**config.mk**
```make
export PLATFORM = sky130hd
export DESIGN_NAME = xor_delta_rle_encoder_top
export DESIGN_NICKNAME = d
export VERILOG_FILES = /design/src/hw/rtl/xdre_pkg.sv /design/src/hw/rtl/xdre_front.sv /design/src/hw/rtl/xdre_fifo.sv /design/src/hw/rtl/xdre_back.sv /design/src/hw/rtl/xor_delta_rle_encoder_top.sv
export SDC_FILE = /design/constraint.sdc
export NUM_CORES = 1
export LEC_CHECK = 0
export BUFFER_PORTS_ARGS = -buffer_cell sky130_fd_sc_hd__buf_2
export CORE_UTILIZATION = 45
export DETAILED_ROUTE_END_ITERATION = 8
export GPL_TIMING_DRIVEN = 0
export PLACE_DENSITY_LB_ADDON = 0.2
export RECOVER_POWER = 25
export SETUP_SLACK_MARGIN = 0.2
export SYNTH_ARGS = -nofsm -noshare
export SYNTH_HDL_FRONTEND = slang
export SYNTH_SLANG_ARGS = --single-unit
```
**constraint.sdc**
```tcl
create_clock -name clk_i -period 3.45 [get_ports clk_i]
set_input_delay 0.1725 -clock clk_i [delete_from_list [all_inputs] [get_ports clk_i]]
set_output_delay 0.1725 -clock clk_i [all_outputs]
set_load 0.02 [all_outputs]
```
**src/hw/rtl/xdre_pkg.sv**
```systemverilog
// Shared types and constants of the XOR delta run-length encoder.
package xdre_pkg;

  localparam int unsigned ByteW  = 8;
  localparam logic [ByteW-1:0] MaxRun = 8'd255;

  localparam int unsigned QDepth = 4;
  localparam int unsigned QPtrW  = $clog2(QDepth);
  localparam int unsigned QCntW  = $clog2(QDepth + 1);

  typedef struct packed {
    logic [ByteW-1:0] cur_byte;
    logic [ByteW-1:0] prev_byte;
    logic             frame_end;
  } xdre_in_t;

  typedef struct packed {
    logic [ByteW-1:0] run_length;
    logic [ByteW-1:0] run_byte;
    logic             last_pair;
  } xdre_out_t;

  typedef struct packed {
    logic      has_a;
    xdre_out_t pair_a;
    logic      has_b;
    xdre_out_t pair_b;
  } xdre_entry_t;

  typedef struct packed {
    logic        push;
    xdre_entry_t entry;
  } xdre_wr_t;

  typedef struct packed {
    logic        valid;
    xdre_entry_t entry;
  } xdre_head_t;

endpackage

```
**src/hw/rtl/xdre_front.sv**
```systemverilog
// Front end: XORs the input bytes, tracks the open run and classifies which pairs close.
module xdre_front
  import xdre_pkg::*;
(
  input  logic     clk_i,
  input  logic     rst_ni,
  input  logic     accept_i,
  input  xdre_in_t in_word_i,
  output xdre_wr_t wr_o
);

  logic [ByteW-1:0] val_q, val_d;
  logic [ByteW-1:0] cnt_q, cnt_d;
  logic             open_q, open_d;

  logic [ByteW-1:0] xor_val;
  logic             chg;
  logic             cont;
  logic [ByteW-1:0] cnt_n;
  logic [ByteW-1:0] val_n;
  logic             close_b;

  always_comb begin
    xor_val = in_word_i.cur_byte ^ in_word_i.prev_byte;
    chg     = open_q && (xor_val != val_q);
    cont    = open_q && !chg;
    cnt_n   = cont ? cnt_q + 8'd1 : 8'd1;
    val_n   = cont ? val_q : xor_val;
    close_b = (cnt_n >= MaxRun) || in_word_i.frame_end;

    wr_o.entry.has_a             = chg;
    wr_o.entry.pair_a.run_length = cnt_q;
    wr_o.entry.pair_a.run_byte   = val_q;
    wr_o.entry.pair_a.last_pair  = 1'b0;
    wr_o.entry.has_b             = close_b;
    wr_o.entry.pair_b.run_length = cnt_n;
    wr_o.entry.pair_b.run_byte   = val_n;
    wr_o.entry.pair_b.last_pair  = in_word_i.frame_end;
    wr_o.push                    = accept_i && (chg || close_b);

    val_d  = val_q;
    cnt_d  = cnt_q;
    open_d = open_q;
    if (accept_i) begin
      val_d  = val_n;
      cnt_d  = close_b ? '0 : cnt_n;
      open_d = !close_b;
    end
  end

  always_ff @(posedge clk_i or negedge rst_ni) begin
    if (!rst_ni) begin
      val_q  <= '0;
      cnt_q  <= '0;
      open_q <= 1'b0;
    end else begin
      val_q  <= val_d;
      cnt_q  <= cnt_d;
      open_q <= open_d;
    end
  end

  a_open_count_range: assert property (@(posedge clk_i) disable iff (!rst_ni)
    open_q |-> (cnt_q != '0) && (cnt_q < MaxRun))
    else $error("open run has an impossible length");

  a_closed_count_zero: assert property (@(posedge clk_i) disable iff (!rst_ni)
    !open_q |-> (cnt_q == '0))
    else $error("closed run keeps a non-zero length");

endmodule

```
**src/hw/rtl/xdre_fifo.sv**
```systemverilog
// Short queue of classified entries between the front and back ends.
module xdre_fifo
  import xdre_pkg::*;
(
  input  logic       clk_i,
  input  logic       rst_ni,
  input  xdre_wr_t   wr_i,
  input  logic       rd_i,
  output logic       full_o,
  output xdre_head_t head_o
);

  xdre_entry_t      mem_q [QDepth];
  logic [QPtrW-1:0] wptr_q, wptr_d;
  logic [QPtrW-1:0] rptr_q, rptr_d;
  logic [QCntW-1:0] cnt_q, cnt_d;

  always_comb begin
    wptr_d = wr_i.push ? wptr_q + QPtrW'(1) : wptr_q;
    rptr_d = rd_i ? rptr_q + QPtrW'(1) : rptr_q;
    cnt_d  = cnt_q;
    if (wr_i.push && !rd_i) begin
      cnt_d = cnt_q + QCntW'(1);
    end else if (!wr_i.push && rd_i) begin
      cnt_d = cnt_q - QCntW'(1);
    end
    full_o       = (cnt_q == QCntW'(QDepth));
    head_o.valid = (cnt_q != '0);
    head_o.entry = mem_q[rptr_q];
  end

  always_ff @(posedge clk_i) begin
    if (wr_i.push) begin
      mem_q[wptr_q] <= wr_i.entry;
    end
  end

  always_ff @(posedge clk_i or negedge rst_ni) begin
    if (!rst_ni) begin
      wptr_q <= '0;
      rptr_q <= '0;
      cnt_q  <= '0;
    end else begin
      wptr_q <= wptr_d;
      rptr_q <= rptr_d;
      cnt_q  <= cnt_d;
    end
  end

  a_no_overflow: assert property (@(posedge clk_i) disable iff (!rst_ni)
    wr_i.push |-> (!full_o || rd_i))
    else $error("queue written while full");

  a_no_underflow: assert property (@(posedge clk_i) disable iff (!rst_ni)
    rd_i |-> head_o.valid)
    else $error("queue read while empty");

endmodule

```
**src/hw/rtl/xdre_back.sv**
```systemverilog
// Back end: splits queued entries into single pairs and holds the output register.
module xdre_back
  import xdre_pkg::*;
(
  input  logic       clk_i,
  input  logic       rst_ni,
  input  xdre_head_t head_i,
  output logic       rd_o,
  input  logic       pop,
  output logic       empty,
  output xdre_out_t  out_word_o
);

  logic      ovalid_q, ovalid_d;
  xdre_out_t out_q;
  logic      done_a_q, done_a_d;

  logic      load;
  logic      cur_is_a;
  logic      last_of_entry;
  xdre_out_t cur_pair;

  always_comb begin
    load          = head_i.valid && (!ovalid_q || pop);
    cur_is_a      = head_i.entry.has_a && !done_a_q;
    last_of_entry = cur_is_a ? !head_i.entry.has_b : 1'b1;
    cur_pair      = cur_is_a ? head_i.entry.pair_a : head_i.entry.pair_b;
    rd_o          = load && last_of_entry;

    done_a_d = done_a_q;
    if (load) begin
      done_a_d = cur_is_a && head_i.entry.has_b;
    end

    ovalid_d = ovalid_q;
    if (load) begin
      ovalid_d = 1'b1;
    end else if (pop) begin
      ovalid_d = 1'b0;
    end

    empty      = !ovalid_q;
    out_word_o = out_q;
  end

  always_ff @(posedge clk_i) begin
    if (load) begin
      out_q <= cur_pair;
    end
  end

  always_ff @(posedge clk_i or negedge rst_ni) begin
    if (!rst_ni) begin
      ovalid_q <= 1'b0;
      done_a_q <= 1'b0;
    end else begin
      ovalid_q <= ovalid_d;
      done_a_q <= done_a_d;
    end
  end

  a_half_done_head: assert property (@(posedge clk_i) disable iff (!rst_ni)
    done_a_q |-> head_i.valid && head_i.entry.has_a && head_i.entry.has_b)
    else $error("split entry lost its second pair");

  a_length_nonzero: assert property (@(posedge clk_i) disable iff (!rst_ni)
    ovalid_q |-> (out_q.run_length != '0))
    else $error("pair with zero run length");

endmodule

```
**src/hw/rtl/xor_delta_rle_encoder_top.sv**
```systemverilog
// Top level of the XOR delta run-length encoder.
// Each accepted word carries a current and a previous frame byte; their XOR is gathered
// into runs of up to 255 equal values, and each closed run leaves as one word holding
// the run length, the XOR byte and a last-pair flag. The input takes one word per cycle
// while the four-entry queue between front and back ends has room; the result side
// delivers one word per cycle from its output register while the queue holds entries
// and words are popped, so an input word that both breaks a run and ends the frame
// yields two result words. Each result is registered in the queue, then in the output register.
module xor_delta_rle_encoder_top
  import xdre_pkg::*;
(
  input  logic      clk_i,
  input  logic      rst_ni,
  input  logic      push,
  output logic      full,
  input  xdre_in_t  in_word_i,
  output logic      empty,
  input  logic      pop,
  output xdre_out_t out_word_o
);

  logic       accept;
  logic       rd;
  xdre_wr_t   wr;
  xdre_head_t head;

  assign accept = push && !full;

  xdre_front u_front (
    .clk_i     (clk_i),
    .rst_ni    (rst_ni),
    .accept_i  (accept),
    .in_word_i (in_word_i),
    .wr_o      (wr)
  );

  xdre_fifo u_fifo (
    .clk_i  (clk_i),
    .rst_ni (rst_ni),
    .wr_i   (wr),
    .rd_i   (rd),
    .full_o (full),
    .head_o (head)
  );

  xdre_back u_back (
    .clk_i      (clk_i),
    .rst_ni     (rst_ni),
    .head_i     (head),
    .rd_o       (rd),
    .pop        (pop),
    .empty      (empty),
    .out_word_o (out_word_o)
  );

endmodule
```
== Yosys cells after proc, flatten, opt, wreduce, memory -nomap -nowiden ==
Memories as Yosys holds them, arrays and structs flattened.
Cells that the tools add are included.

* Add/sub/neg operators: 5
* Bitwise operators: 1
* Reductions and logical operators: 24
* Order comparisons: 1
* Multiplexer cells: 11
* Eq/ne operators: 2

{| class="wikitable"
|+ Operators by type and width
! operator !! count
|-
| $mux W8 || 3
|-
| $mux W17 || 1
|-
| $logic_and A1 B1 Y1 || 10
|-
| $add A8 B1 Y8 const B || 1
|-
| $ge A8 B8 Y1 const B || 1
|-
| $logic_not A1 Y1 || 8
|-
| $ne A8 B8 Y1 || 1
|-
| $xor A8 B8 Y8 || 1
|-
| $mux W3 || 2
|-
| $mux W1 || 5
|-
| $add A2 B1 Y2 const B || 2
|-
| $reduce_bool A2 Y1 || 2
|-
| $add A3 B1 Y3 const B || 1
|-
| $eq A3 B3 Y1 const B || 1
|-
| $logic_or A1 B1 Y1 || 3
|-
| $reduce_bool A3 Y1 || 1
|-
| $sub A3 B1 Y3 const B || 1
|}

* Bits in writable memories: 140
* Output and inout port bits: 19
* Memories: 1
* Register bits after elaboration: 43

{| class="wikitable"
|+ Memories
! memory !! words !! width !! rd ports !! clocked after memory_dff !! write ports !! line !! text
|-
| u_fifo.mem_q || 4 || 35 || 1 || 0 || 1 || xdre_fifo.sv:13 || <nowiki>xdre_entry_t mem_q [QDepth];</nowiki>
|}

== Logic depth before layout (Yosys ltp) ==
* Word-level depth: 14
* Mapped depth: 11
* Gate-level depth less buffers: 10

== Hierarchy ==
Synthesis repeated with hierarchy kept, for this count alone.

* Cells, all modules: 407
* Area, all modules: 7754.9 um^2

{| class="wikitable"
|+ By module, submodules not included
! module !! sequential area each (um^2) !! cells each !! instances !! area an instance (um^2)
|-
| xdre_fifo || 4499.3 || 222 || 1 || 5605.4
|-
| xdre_front || 425.4 || 136 || 1 || 1255.0
|-
| xdre_back || 560.5 || 48 || 1 || 880.8
|-
| xor_delta_rle_encoder_top || 0.0 || 1 || 1 || 13.8
|}

== Least setup slack after synthesis ==
OpenSTA, ideal clock, no wires.

* Path kind: register to register
* Start point: reg u_fifo.cnt_q[0]
* End point: reg u_fifo.cnt_q[1]
* Cell stages (with the launch flop): 8
* Setup time: 0.125 ns
* Path slack: 0.665 ns
* Required time: 3.325 ns
* Data arrival time: 2.660 ns
* Path through: dfrtp_1 -> nor3_1 -> a21oi_1 -> o21ai_2 -> ha_1 -> inv_1 -> fa_1 -> mux2_2

* Elaborated cells on any way between the ends: 16
* Classes of those cells: add/sub (2); eq/ne (1); mux (2); reduce/logical (11)

{| class="wikitable"
|+ RTL lines
! item !! line !! text
|-
| start, declared || xdre_fifo.sv:16 || <nowiki>logic [QCntW-1:0] cnt_q, cnt_d;</nowiki>
|-
| start signal, assigned || xdre_fifo.sv:46 || <nowiki>cnt_q <= cnt_d;</nowiki>
|-
| $reduce_bool A3 Y1 || xdre_fifo.sv:28 || <nowiki>head_o.valid = (cnt_q != '0);</nowiki>
|-
| $logic_and A1 B1 Y1 || xdre_back.sv:24 || <nowiki>load = head_i.valid && (!ovalid_q || pop);</nowiki>
|-
| net u_back.load || xdre_back.sv:18 || <nowiki>logic load;</nowiki>
|-
| $logic_and A1 B1 Y1 || xdre_back.sv:28 || <nowiki>rd_o = load && last_of_entry;</nowiki>
|-
| $logic_not A1 Y1 || xdre_fifo.sv:22 || <nowiki>if (wr_i.push && !rd_i) begin</nowiki>
|-
| $logic_and A1 B1 Y1 || xdre_fifo.sv:22 ||
|-
| $mux W3 || xdre_fifo.sv:22 ||
|-
| net u_fifo.cnt_d[1] || xdre_fifo.sv:16 ||
|}

The timed path passes the listed nets, and every way through them passes these cells. The select of a mux whose other input is x is not followed.
A chain may end at the register's enable or synchronous reset.

==> impl_metrics.json <==
{
  "stdcell_count": 703,
  "yosysTopAreaCell": "edfxtp_1",
  "fin_ws_ns": 0.570,
  "area_growth_syn_to_layout_pct": 15.9,
  "tightest_slew_ns": 0.986,
  "crit_path_max_fanout": 11,
  "start_kind": "flop",
  "crit_path_end_kind": "flop",
  "yosysSeqAreaShare_pct": 69.7,
  "ant_nets": 0,
  "clock_skew_ns": 0.00927,
  "cts_resized": 0,
  "numCtsBuffers": 17,
  "hp-class": "in -> reg",
  "drt_iter0_drc": 298,
  "slew_headroom_pct": 34.3,
  "ios": 40,
  "power_density_nw_per_um2": 825,
  "grt_usage_pct": 17.9,
  "syn_nets": 434,
  "r2r_end": "u_fifo.cnt_q[2]",
  "totalNegativeSetupSlack_ns": 0,
  "cts_tree": "yes",
  "drc": 0,
  "viasPerCell": 5.37,
  "period_share_pct": 83.5,
  "final_util_pct": 53.7,
  "required_ns": 3.80,
  "nets": 498,
  "r2r_slack_ns": 0.57,
  "synthDistinctLibCells": 43,
  "design.core.area_um2": 16600,
  "synthArstFlopShare_pct": 14.2,
  "grt_max_degree": 30,
  "port_buffers": 39,
  "crit_end": "u_fifo.cnt_q[2]",
  "hp-start": "in_word_i[8]",
  "crit_slowest_cell": "dfrtp_1",
  "rsz0062_at_grt": "no",
  "synth_flop_cell": "edfxtp_1",
  "leakagePower_nw": 3.25,
  "grt_pass1_vias": 4003,
  "status": "finished clean",
  "num_rows": 47,
  "fin_crit_ns": 2.88,
  "dp_slack_ns": 0.584,
  "clk_latency_ns": 0.42,
  "clkTransAtPathRegs_ns": 0.07,
  "max_stage_delay_ns": 0.49,
  "synthCells": 406,
  "cts.sinks": 183,
  "firstDrtPassIters": 4,
  "hold_viol_final": 0,
  "synth_area_leaders": "edfxtp_1 (61%), mux4_1 (9.9%), dfrtp_1 (8.4%)",
  "grt_pass1_wl_um": 22900,
  "syn_area_um2": 7700,
  "crit_family": "adder cells",
  "reg2reg_from": "u_front.cnt_q[0]",
  "chipWidth_um": 133,
  "worstPathCellList": "ha_1 > xnor2_1 > nor4_1 > o31a_1 > ha_1 > inv_1 > fa_1 > xor2_1 > nor2_1 > xor2_1",
  "grt-ovfl-total": 0,
  "worst_ir_drop_vdd_uv": 410,
  "dp_hpwl_um": 9020,
  "htreeDepth": 4,
  "ys_ff_latch": 183,
  "worst-path-stages": 10,
  "layout-drive-gt1-share_pct": 23.0,
  "insertedDiodeCount": 0,
  "yosys.area.top_type_share_pct": 61.2,
  "ys_warn_count": 0,
  "setup_violations": 0,
  "drv_slew": 0,
  "worstSetupPathType": "reg -> reg",
  "post_drt_wl_per_cell_um": 20.7,
  "worstSetupStartpoint": "u_front.cnt_q[0]",
  "vias": 3774,
  "clock_path_buffers": 2,
  "place_inst": 669,
  "place.gp.congestion": 0.779,
  "synth_edf_count": 157,
  "antenna_found_initial": 0,
  "synth_area_per_cell_um2": 19.0,
  "drv_cap": 0,
  "die_area_um2": 17600,
  "start_util_pct": 46.3,
  "critPathBufInv": 1,
  "max_freq_mhz": 347,
  "die_y_um": 133,
  "ff2ff_path_depth": 10,
  "cts-root-buf": "clkbuf_16",
  "total_power_w": 0.00737,
  "wl_um": 14600,
  "arrival_ns": 3.23
}
## per-stage QoR
| stage | instance area [µm²] | hold slack, ns |
|---|---|---|
| 6_report | 8930 | 0.154 |
| 4_1_cts | 8940 | 0.0476 |
| 3_3_place_gp | 8170 | 0.274 |
| 2_1_floorplan | 7700 | -0.123 |
| 5_1_grt | 8930 | 0.151 |
| 3_5_place_dp | 8270 | 0.278 |
## registers in the layout, summed over array words and instances (netlist names)
signal,flops
u_fifo.rptr_q,2
u_front.open_q,1
u_front.cnt_q,8
u_back.out_word_o,17
u_fifo.mem_q,140
u_fifo.wptr_q,2
u_fifo.cnt_q,3
u_front.val_q,8
u_back.ovalid_q,1
u_back.done_a_q,1
## cell usage in the layout, fill, tap and decap left out, types with 3 or more instances in the layout
cell and instances:
edfxtp_1 157, nor2_1 36, buf_2 32, mux4_1 29, dfrtp_1 26, clkbuf_1 17, mux2_2 17, clkbuf_16 17
xor2_1 12, inv_1 10, nand2_1 10, xnor3_1 8, buf_6 7, mux4_2 6, or3_1 6, a21o_1 6
ha_1 6, xnor2_1 5, a2111oi_2 5, bufinv_16 5, nand2b_1 4, nand3_1 4, o21ai_0 4, and2_2 4
buf_12 4, nand4_1 3, a21oi_1 3, nor3_1 3, nand3b_1 3, clkinv_2 3, clkinv_4 3
## Yosys cell counts (5+ instances only)
master,count
xnor2_1,5
inv_1,10
mux4_2,6
and2_1,6
dfrtp_1,26
clkbuf_1,8
mux4_1,29
edfxtp_1,157
nor2_1,36
xnor3_1,8
a2111oi_2,5
or3_1,6
nand2_1,10
xor2_1,12
buf_6,7
ha_1,6
mux2_2,17
a21o_1,6
## worst register-to-register path, delay by kind of cell, from the launching register on
kind                       cells  cell delay (ns)
adders and majority gates      3             0.92
and+or+nand+nor                2             0.54
DFF                            1             0.49
xor gates and xnor gates       3             0.48
AOI/OAI and AO/OA              1             0.32
buffers and inverters          1             0.07
## cells by family after synthesis
logic type	count (synthesis)	share of synthesized area [%]
flops	183	69.7
simple gates	83	5.26
xor+xnor	25	4.27
compound gates	28	3.35
mux	52	14.1
fa+ha+maj	7	1.23
buf+inv	28	2.08
## power breakdown
part / internal [W] / total [W] / switching, W
Sequential: 0.00301 / 0.00319 / 0.000184
Combinational: 0.000943 / 0.00207 / 0.00113
Clock: 0.00129 / 0.00210 / 0.000813
## worst min path at each step
stage | to | slack, ns | cells after the start
after global placement | u_back.ovalid_q | 0.27 | 1
after global routing | u_fifo.mem_q[2][6] | 0.15 | 2
final | u_fifo.mem_q[3][8] | 0.15 | 2
after floorplan | u_back.done_a_q | -0.12 | 0
after detailed placement | u_back.ovalid_q | 0.28 | 1
after CTS | u_fifo.mem_q[2][0] | 0.05 | 1
## repair_timing
action                                 CTS  global route
hold buffers                             2             0
buffers inserted                         0             0
endpoints found under the hold margin   27             0
## layout make-up
cell class              count  area, µm²
plain buffers              18        123
clock buffers              17        425
clock inverters            15        226
fillers                  1316       7710
inverters                  10       37.5
multi-input cells         195       2190
flip-flops and latches    183       5370
well taps                 220        275
repair buffers             45        284
## routing by layer
metal	share of wire, %	global-route usage, %	up-vias
met5	0	0	-
met4	1.2	6.07	0
met3	3.6	3.68	9
met2	50	29.5	69
met1	46	23.9	1954
li1	-	-	1742
No activity file was read; power rests on OpenSTA's default activity.
